===== src/rtl/tga_pkg.sv =====
// tga_pkg: decoder phase type, register map and fixed constants
// used by the line decoder top level and its port checker
package tga_pkg;

    typedef enum logic [1:0] {
        PH_HEADER  = 2'd0,
        PH_RUN     = 2'd1,
        PH_LITERAL = 2'd2
    } phase_t;

    // register indexes, byte address is 4 * index
    localparam logic [1:0] REG_PIXEL_BYTES = 2'd0;
    localparam logic [1:0] REG_LINE_WIDTH  = 2'd1;
    localparam logic [1:0] REG_RLE_ENABLED = 2'd2;

    localparam logic [7:0] RUN_FLAG   = 8'h80;
    localparam logic [7:0] COUNT_MASK = 8'h7F;
    localparam logic [7:0] MAX_REPEAT = 8'd128;

    localparam logic [2:0]  PIXEL_BYTES_RESET = 3'd1;
    localparam logic [15:0] LINE_WIDTH_RESET  = 16'd1;

endpackage


===== src/rtl/tga_rle_line_decoder.sv =====
// tga_rle_line_decoder: TGA image-data byte stream to scanline pixels with repeat counts
// depends on tga_pkg for the phase type, register map and constants
//
//  channel   direction  handshake           payload
//  input     in         in_valid/in_stall    data_byte
//  output    out        out_valid/out_stall  pixel_value, repeat_count, line_end,
//                                            overrun_error
//  config    in/out     apb write/read       pixel_bytes, line_width, rle_enabled
//
// one byte is taken every cycle while in_stall is low; a result is offered once its last
// byte has passed through the input register and the result register
// reset clears the registers to pixel_bytes 1, line_width 1, raw mode, line start
// a stalled result holds the result register; the input register then fills and
// in_stall rises in the same cycle, so no byte is lost
module tga_rle_line_decoder (
    input  logic        clk,
    input  logic        rst_n,
    // byte stream
    input  logic        in_valid,
    output logic        in_stall,
    input  logic [7:0]  data_byte,
    // pixel results
    output logic        out_valid,
    input  logic        out_stall,
    output logic [31:0] pixel_value,
    output logic [7:0]  repeat_count,
    output logic        line_end,
    output logic        overrun_error,
    // configuration
    input  logic        psel,
    input  logic        penable,
    input  logic        pwrite,
    input  logic [3:0]  paddr,
    input  logic [31:0] pwdata,
    output logic [31:0] prdata,
    output logic        pready
);

    // configuration registers
    logic [2:0]  pixel_bytes_reg;
    logic [15:0] line_width_reg;
    logic        rle_enabled_reg;

    // decoder state
    tga_pkg::phase_t phase_reg, phase_next;
    logic [1:0]  byte_index_reg, byte_index_next;
    logic [31:0] acc_reg, acc_next;
    logic [7:0]  remaining_reg, remaining_next;
    logic [15:0] line_pos_reg, line_pos_next;

    // input register
    logic        in_valid_reg, in_valid_next;
    logic [7:0]  in_byte_reg;

    // result register
    logic        out_valid_reg, out_valid_next;
    logic [31:0] out_pixel_reg;
    logic [7:0]  out_count_reg;
    logic        out_end_reg;
    logic        out_err_reg;

    logic        advance;
    logic        in_accept;
    logic        cfg_write;
    logic [1:0]  cfg_index;

    logic [2:0]  eff_bytes;
    logic [15:0] eff_width;
    logic [31:0] acc_taken;
    logic        pixel_done;
    logic        take;
    logic        emit_req;
    logic [7:0]  emit_count;
    logic [16:0] emit_pos;
    logic        emit_end;
    logic [7:0]  hdr_count;
    logic [16:0] hdr_end;
    logic        res_valid;
    logic [31:0] res_pixel;
    logic [7:0]  res_count;
    logic        res_end;
    logic        res_err;

    assign advance   = !out_valid_reg || !out_stall;
    assign in_stall  = in_valid_reg && !advance;
    assign in_accept = in_valid && !in_stall;

    assign pready    = 1'b1;
    assign cfg_write = psel && penable && pwrite;
    assign cfg_index = paddr[3:2];

    always_comb
    begin
        prdata = 32'd0;
        unique case (cfg_index)
            tga_pkg::REG_PIXEL_BYTES: prdata = {29'd0, pixel_bytes_reg};
            tga_pkg::REG_LINE_WIDTH:  prdata = {16'd0, line_width_reg};
            tga_pkg::REG_RLE_ENABLED: prdata = {31'd0, rle_enabled_reg};
            default:                  prdata = 32'd0;
        endcase
    end

    always_ff @(posedge clk or negedge rst_n)
    begin
        if (!rst_n)
        begin
            pixel_bytes_reg <= tga_pkg::PIXEL_BYTES_RESET;
            line_width_reg  <= tga_pkg::LINE_WIDTH_RESET;
            rle_enabled_reg <= 1'b0;
        end
        else if (cfg_write)
        begin
            unique case (cfg_index)
                tga_pkg::REG_PIXEL_BYTES: pixel_bytes_reg <= pwdata[2:0];
                tga_pkg::REG_LINE_WIDTH:  line_width_reg  <= pwdata[15:0];
                tga_pkg::REG_RLE_ENABLED: rle_enabled_reg <= pwdata[0];
                default:                  ;
            endcase
        end
    end

    // out-of-range sizes clamp to the nearest legal value
    always_comb
    begin
        if (pixel_bytes_reg == 3'd0)
            eff_bytes = 3'd1;
        else if (pixel_bytes_reg > 3'd4)
            eff_bytes = 3'd4;
        else
            eff_bytes = pixel_bytes_reg;
        eff_width = (line_width_reg == 16'd0) ? 16'd1 : line_width_reg;
    end

    assign acc_taken  = acc_reg | ({24'd0, in_byte_reg} << {byte_index_reg, 3'b000});
    assign pixel_done = ({1'b0, byte_index_reg} + 3'd1) >= eff_bytes;
    assign hdr_count  = (in_byte_reg & tga_pkg::COUNT_MASK) + 8'd1;
    assign hdr_end    = {1'b0, line_pos_reg} + {9'd0, hdr_count};

    always_comb
    begin
        phase_next      = phase_reg;
        remaining_next  = remaining_reg;
        byte_index_next = byte_index_reg;
        acc_next        = acc_reg;
        line_pos_next   = line_pos_reg;
        take       = 1'b0;
        emit_req   = 1'b0;
        emit_count = 8'd1;
        res_valid  = 1'b0;
        res_pixel  = 32'd0;
        res_count  = 8'd0;
        res_end    = 1'b0;
        res_err    = 1'b0;

        if (!rle_enabled_reg)
        begin
            phase_next     = tga_pkg::PH_HEADER;
            remaining_next = 8'd0;
            take           = 1'b1;
            emit_req       = pixel_done;
        end
        else
        begin
            unique case (phase_reg)
                tga_pkg::PH_RUN:
                begin
                    take       = 1'b1;
                    emit_req   = pixel_done;
                    emit_count = remaining_reg;
                    if (pixel_done)
                    begin
                        phase_next     = tga_pkg::PH_HEADER;
                        remaining_next = 8'd0;
                    end
                end
                tga_pkg::PH_LITERAL:
                begin
                    take     = 1'b1;
                    emit_req = pixel_done;
                    if (pixel_done)
                    begin
                        if (remaining_reg > 8'd1)
                            remaining_next = remaining_reg - 8'd1;
                        else
                        begin
                            remaining_next = 8'd0;
                            phase_next     = tga_pkg::PH_HEADER;
                        end
                    end
                end
                default:
                begin
                    // packet header, also taken for a stray phase code
                    byte_index_next = 2'd0;
                    acc_next        = 32'd0;
                    if (hdr_end > {1'b0, eff_width})
                    begin
                        phase_next     = tga_pkg::PH_HEADER;
                        remaining_next = 8'd0;
                        line_pos_next  = 16'd0;
                        res_valid      = 1'b1;
                        res_err        = 1'b1;
                    end
                    else
                    begin
                        remaining_next = hdr_count;
                        phase_next = ((in_byte_reg & tga_pkg::RUN_FLAG) != 8'd0)
                                   ? tga_pkg::PH_RUN : tga_pkg::PH_LITERAL;
                    end
                end
            endcase
        end

        emit_pos = {1'b0, line_pos_reg} + {9'd0, emit_count};
        emit_end = emit_pos >= {1'b0, eff_width};

        if (take)
        begin
            acc_next        = acc_taken;
            byte_index_next = pixel_done ? 2'd0 : byte_index_reg + 2'd1;
        end
        if (emit_req)
        begin
            res_valid     = 1'b1;
            res_pixel     = acc_taken;
            res_count     = emit_count;
            res_end       = emit_end;
            acc_next      = 32'd0;
            line_pos_next = emit_end ? 16'd0 : emit_pos[15:0];
        end
    end

    always_comb
    begin
        in_valid_next = in_valid_reg;
        if (in_accept)
            in_valid_next = 1'b1;
        else if (advance)
            in_valid_next = 1'b0;

        out_valid_next = out_valid_reg;
        if (advance)
            out_valid_next = in_valid_reg && res_valid;
    end

    always_ff @(posedge clk or negedge rst_n)
    begin
        if (!rst_n)
        begin
            in_valid_reg   <= 1'b0;
            out_valid_reg  <= 1'b0;
            phase_reg      <= tga_pkg::PH_HEADER;
            byte_index_reg <= 2'd0;
            acc_reg        <= 32'd0;
            remaining_reg  <= 8'd0;
            line_pos_reg   <= 16'd0;
        end
        else
        begin
            in_valid_reg  <= in_valid_next;
            out_valid_reg <= out_valid_next;
            if (in_valid_reg && advance)
            begin
                phase_reg      <= phase_next;
                byte_index_reg <= byte_index_next;
                acc_reg        <= acc_next;
                remaining_reg  <= remaining_next;
                line_pos_reg   <= line_pos_next;
            end
        end
    end

    always_ff @(posedge clk)
    begin
        if (in_accept)
            in_byte_reg <= data_byte;
        if (in_valid_reg && advance && res_valid)
        begin
            out_pixel_reg <= res_pixel;
            out_count_reg <= res_count;
            out_end_reg   <= res_end;
            out_err_reg   <= res_err;
        end
    end

    assign out_valid     = out_valid_reg;
    assign pixel_value   = out_pixel_reg;
    assign repeat_count  = out_count_reg;
    assign line_end      = out_end_reg;
    assign overrun_error = out_err_reg;

endmodule


===== config.mk =====
export PLATFORM = sky130hd
export DESIGN_NAME = tga_rle_line_decoder
export DESIGN_NICKNAME = d
export VERILOG_FILES = /design/src/rtl/tga_pkg.sv /design/src/rtl/tga_rle_line_decoder.sv
export SDC_FILE = /design/constraint.sdc
export NUM_CORES = 1
export LEC_CHECK = 0
export BUFFER_PORTS_ARGS = -buffer_cell sky130_fd_sc_hd__buf_4
export CORE_MARGIN = 2
export CORE_UTILIZATION = 60
export CTS_CLUSTER_SIZE = 10
export DETAILED_ROUTE_END_ITERATION = 8
export PLACE_DENSITY = 0.84
export SYNTH_ARGS = -nofsm -noshare
export SYNTH_HDL_FRONTEND = slang
export SYNTH_SLANG_ARGS = --single-unit

===== constraint.sdc =====
create_clock -name clk -period 8 [get_ports clk]
set_input_delay 0.8 -clock clk [delete_from_list [all_inputs] [get_ports clk]]
set_output_delay 0.8 -clock clk [all_outputs]
set_load 0.02 [all_outputs]

; ---- After elaboration in Yosys (flattened, before gate mapping)
; Index checks and enable logic that the tools add are counted.
[word_totals]
register_bits = 132
wordCells = 109
[classes]
mux = 42
shifts = 1
addsub = 6
reduce_logical = 29
eq_ne = 10
n_bitwise = 1
n_lt_le_gt_ge = 5
[ops]
columns = op, n
row1 = 32-bit two-way mux, 4
row2 = 16-bit two-way mux, 6
row3 = 8-bit two-way mux, 7
row4 = 16-bit one-hot mux with 3 select lines, 1
row5 = 16-bit by 8-bit adder with 17-bit output, 2
row6 = 32-bit OR, 1
row7 = 8-bit by 5-bit left shift with 32-bit output, 1
row8 = 2-bit two-way mux, 10
row9 = 17-bit by 16-bit greater-or-equal comparator with 1-bit output, 1
row10 = 17-bit by 16-bit greater-than comparator with 1-bit output, 1
row11 = 16-bit zero test, 1
row12 = 8-bit one-hot mux with 2 select lines, 1
row13 = 1-bit two-way mux, 10
row14 = "3-bit != test, second input constant", 3
row15 = 3-bit AND reduction, 3
row16 = "7-bit by 1-bit adder with 8-bit output, second input constant", 1
row17 = "8-bit by 1-bit greater-than comparator with 1-bit output, second input constant", 1
row18 = 4-bit AND reduction, 2
row19 = 2-bit nonzero test, 4
row20 = "8-bit by 1-bit subtractor with 8-bit output, second input constant", 1
row21 = 1-bit logical AND, 7
row22 = 3-bit two-way mux, 2
row23 = 2-bit AND reduction, 3
row24 = "2-bit by 1-bit equality test with 1-bit output, second input constant", 2
row25 = 14 further kinds, 19

; ---- Logic depth before layout (Yosys ltp)
[logic_depth]
ltp_word = 8
mapped_depth = 23
ltp_nobuf = 21

; ---- Least setup slack after synthesis
; Ideal clock, no wire load.
[synth_path]
kind = reg2reg
startpoint = register in_byte_reg[4]
endpoint = register out_end_reg (netlist: line_end), enable pin
setup_ps = 401
synth_period_minus_slack_ps = 4707
stages_incl_launch_ff = 17
t_arrival_ps = 4306
setup_slack_ps = 3293
path_cell_list = edfxtp_1 -> clkbuf_1 -> and3_1 -> and3_1 -> xor2_1 -> ha_1 -> o2111ai_1 -> a31oi_1 -> nand3_1 -> xnor2_1 -> ha_1 -> nand4_1 -> nor2_1 -> a2111oi_0 -> a211oi_1 -> o21ai_2 -> inv_1
[synth_between]
elab_chain_cells = 8
[synth_lines]
columns = item, line_no
row1 = start: declaration, tga_rle_line_decoder.sv:53  ; logic [7:0] in_byte_reg;
row2 = start signal: assignment, tga_rle_line_decoder.sv:276  ; in_byte_reg <= data_byte;
row3 = 7-bit by 1-bit adder with 8-bit output, tga_rle_line_decoder.sv:136  ; assign hdr_count = (in_byte_reg & tga_pkg::COUNT_MASK) + 8'd1;
row4 = 16-bit by 8-bit adder with 17-bit output, tga_rle_line_decoder.sv:137  ; assign hdr_end = {1'b0, line_pos_reg} + {9'd0, hdr_count};
row5 = 17-bit by 16-bit greater-than comparator with 1-bit output, tga_rle_line_decoder.sv:196  ; if (hdr_end > {1'b0, eff_width})
row6 = 1-bit two-way mux, tga_rle_line_decoder.sv:196
row7 = 1-bit two-way mux, tga_rle_line_decoder.sv:164  ; unique case (phase_reg)
row8 = 1-bit two-way mux, tga_rle_line_decoder.sv:155  ; if (!rle_enabled_reg)
row9 = 1-bit two-way mux, tga_rle_line_decoder.sv:222  ; if (emit_req)
row10 = 1-bit logical AND, tga_rle_line_decoder.sv:277  ; if (in_valid_reg && advance && res_valid)
row11 = end signal: assignment, tga_rle_line_decoder.sv:281  ; out_end_reg <= res_end;
row12 = end: declaration, tga_rle_line_decoder.sv:59  ; logic out_end_reg;
; Every way passes these cells.
; A chain may end at the register's enable or synchronous reset.

; ---- Final worst setup path
[layout_path]
startpoint = register in_byte_reg[0]
endpoint = register out_err_reg (netlist: overrun_error), enable pin
[layout_between]
elab_chain_cells = 8
[layout_lines]
columns = item, line_no
row1 = 7-bit by 1-bit adder with 8-bit output, tga_rle_line_decoder.sv:136
row2 = 16-bit by 8-bit adder with 17-bit output, tga_rle_line_decoder.sv:137
row3 = 17-bit by 16-bit greater-than comparator with 1-bit output, tga_rle_line_decoder.sv:196
row4 = 1-bit two-way mux, tga_rle_line_decoder.sv:196
row5 = 1-bit two-way mux, tga_rle_line_decoder.sv:164
row6 = 1-bit two-way mux, tga_rle_line_decoder.sv:155
row7 = 1-bit two-way mux, tga_rle_line_decoder.sv:222
row8 = 1-bit logical AND, tga_rle_line_decoder.sv:277
row9 = end signal: assignment, tga_rle_line_decoder.sv:282  ; out_err_reg <= res_err;
row10 = end: declaration, tga_rle_line_decoder.sv:60  ; logic out_err_reg;
; Every way passes these cells.

==> summary.md <==
| Metric | Value |
|---|---|
| Status | `finished, final reports clean` |
| Clock-pin slew on the worst setup and hold paths | `0.06 ns` |
| Minimum clock period | `5.87 ns` |
| Initial core utilization | `61.1%` |
| Antenna violations before repair | `0` |
| Worst setup margin | `2.13 ns` |
| Die ar. | `0.0137 mm²` |
| Gr ovfl total | `0` |
| Cts bufs inserted | `17` |
| Fin util | `71.5%` |
| Core area | `0.0125 mm²` |
| Nets@finish | `973` |
| Post-synth top area cell | `dfrtp_1` |
| CTS H-tree lvls | `4` |
| Crit path DAT | `6.00 ns` |
| Via density per instance | `5.91` |
| Slew Limit Fails | `0` |
| Async set-reset flop share out of synthesis | `62.1%` |
| GRT Total Usage | `28.1%` |
| Root buf cell | `clkbuf_16` |
| Net Sw Frac | `40.4%` |
| Placement-stage cell area | `0.00835 mm²` |
| Adder-cell share of the synthesized area | `9.85%` |
| Pre-CTS setup slack | `2.24 ns` |
| Int Power | `1860 µW` |
| Power density cells | `349 mW/mm²` |
| Setup-failing EPs final | `0` |
| Worst-Margin Slew | `1.04 ns` |
| Final Instance Area | `0.00895 mm²` |
| Register area share after synthesis | `46.5%` |
| Synth Area in Compound Gates | `15.9%` |
| Mapped Area | `0.00764 mm²` |
| Drt drc | `0` |
| Clk_lat worst skew | `0.43 ns` |
| Worst Path Required | `8.13 ns` |
| Clock network power share | `25.6%` |
| Final WL | `18,300 µm` |
| Die Wd | `117 µm` |
| Crit Path Class | `reg2reg` |
| Placed wire-length estimate | `12,900 µm` |
| Fin crit share | `73.4%` |
| Post-synthesis mux area share | `1.26%` |
| Peak supply drop | `0.244 mV` |
| Area Growth Syn to Fin | `17.1%` |
| Post-synth top flop | `dfrtp_1` |
| Ports | `128` |
| Sw Pwr | `1260 µW` |
| Share of cells above drive strength 1 | `18.3%` |
| Hold buffers post-CTS | `0` |
| Synth top area share | `26.2%` |
| Setup TNS | `0 ns` |
| Largest net degree at the start of global routing | `83` |
| Via count | `6,196` |
| Drt wl/cell | `17.4 µm` |
| Unrepaired setup endpoints after global routing | `no` |
| Critical Path Source Type | `flip-flop` |
| Max FO, Critical Path | `34` |
| Final ANT Viol Nets | `0` |
| Worst Hold Class | `reg2reg` |
| Avg Cell Area, Syn | `9.71 µm²` |
| RD Place Congestion | `0.893` |
| Synth Area in Simple Gates | `16.8%` |
| Post-synthesis xor/xnor area fraction | `3.67%` |
| Final hold vios | `0` |
| Post-Layout Cell Count | `1,048` |
| Post-synthesis cell count | `787` |
| Die Ht | `117 µm` |
| Yosys cell types | `70` |
| Initial drt markers | `524` |
| Rows | `41` |
| Drt pass-1 iters | `7` |
| CTS tree | `built` |
| # resized after CTS | `0` |
| Max-cap violation count | `0` |
| First-pass GRT wire length | `29,500 µm` |
| TritonCTS Sinks | `132` |
| Leakage | `0.00412 µW` |
| Number of global-route vias before repair | `6,116` |
| Setup bufs post-CTS | `0` |
| Nature of the critical path endpoint | `flip-flop` |
| Number of fill cells | `918` |
| Seq cells post-synth | `132` |
| Largest cells by area after synthesis | `dfrtp_1 26%, edfxtp_1 20%, ha_1 9.3%, a21oi_1 5.6%, nor2_1 4.1%` |
| Number of synthesized flops with an enable pin | `50` |
| Share of total power in sequential cells | `35.5%` |
| Comb pwr share | `38.9%` |
| Port buffer count | `92` |
| Max_slew headroom | `30.6%` |
| Clk_skew | `0.00619 ns` |
| Longest Clk Path Bufs | `2` |
| N_diodes | `0` |
| Fmax | `170 MHz` |
| Post-Place Cells | `1,016` |
| Warning count from the yosys run | `0` |
| Main combinational cell family by area after synthesis | `simple AND/OR/NAND/NOR gates` |
placed cells by master (no fill, tap or decap), drive strengths merged, types with 24 or more instances in the layout:
cell / netlist / routed
nor2: 84 / 84
xnor2: 24 / 24
dfrtp: 80 / 80
inv: 39 / 45
nand2: 63 / 63
o21ai: 50 / 50
and2: 25 / 25
edfxtp: 50 / 50
buf: 30 / 97
ha: 57 / 57
a21oi: 85 / 85
power groups by stage:
| stage | registers [µW] | clock network [µW] | logic, µW |
|---|---|---|---|
| floorplan | 1170 | 0 | 745 |
| global placement | 1100 | 0 | 1150 |
| detailed placement | 1110 | 0 | 1190 |
| CTS | 1110 | 802 | 1210 |
| global route | 1130 | 831 | 1340 |
| finish | 1110 | 799 | 1210 |
critical path: stages (launching register included):
cell	delay, ns
edfxtp_1	0.67
ha_1	0.31
nand3_1	0.11
xor2_1	0.30
inv_1	0.09
ha_1	0.36
o21a_1	0.14
nor2_1	0.04
a31oi_1	0.51
nand2_1	0.14
xnor2_1	0.17
ha_1	0.34
a211o_1	0.27
a2111oi_0	0.41
a211oi_1	0.20
o21ai_2	0.16
buf_4	0.28
clkinv_1	0.56
buf_4	0.50
cells in the mapped netlist, types with 3 or more instances:
cell,count
ha_1,57
nand2_1,63
a21oi_1,85
a21o_1,8
nand2b_1,8
nand4_1,5
nor3b_1,4
o21ai_0,45
mux2i_1,4
a211oi_1,4
dfrtp_1,80
edfxtp_1,50
nor2_1,83
and3_1,18
nand3_1,15
xor2_1,8
and2_1,24
nor4_1,7
buf_2,3
a31oi_1,5
inv_1,39
a31o_2,7
clkbuf_1,24
xnor2_1,24
o21a_1,8
buf_4,19
mux2_2,5
o21bai_1,4
nor3_1,12
nor2b_1,7
o211ai_1,6
buf_1,6
o21ai_2,3
metal layers:
layer	up-vias	GRT usage [%]	routed length, µm
met1	3005	35.9	7420
met3	42	5.82	1160
met4	0	11.2	499
met2	254	47.1	9200
li1	2895	-	-
met5	-	0	0
layout make-up:
cell class	instances	area, µm²	area share (%)
multi-input cells	576	3700	41.3
flip-flops and latches	132	3560	39.7
repair buffers	97	728	8.14
clock buffers	18	439	4.91
well taps	172	215	2.40
clock inverters	14	164	1.83
inverters	39	146	1.64
metrics by stage:
step / power (µW) / hold slack (ns)
after CTS: 3120 / 0.500
final: 3120 / 0.500
after floorplan: 1920 / 0.463
after global placement: 2250 / 0.477
after detailed placement: 2300 / 0.484
after global routing: 3310 / 0.523
cell families after synthesis:
family / after synthesis
muxes: 9
DFF: 132
other: 2
adders and majority gates: 59
AOI/OAI and AO/OA: 198
buffers and inverters: 94
xor gates and xnor gates: 32
and+or+nand+nor: 261
final timing paths:
check / cells past startpoint / to / start / slack [ns]
max in group asynchronous: 1 / phase_reg[1] / rst_n / 6.78
worst max register to register: 18 / overrun_error / in_byte_reg[0] / 2.13
min in group asynchronous: 1 / line_width_reg[12] / rst_n / 0.55
worst min register to register: 2 / acc_reg[14] / acc_reg[14] / 0.50
worst max-delay path: 18 / overrun_error / in_byte_reg[0] / 2.13
worst min-delay path: 2 / acc_reg[14] / acc_reg[14] / 0.50
(Power assumes the default switching activity.)
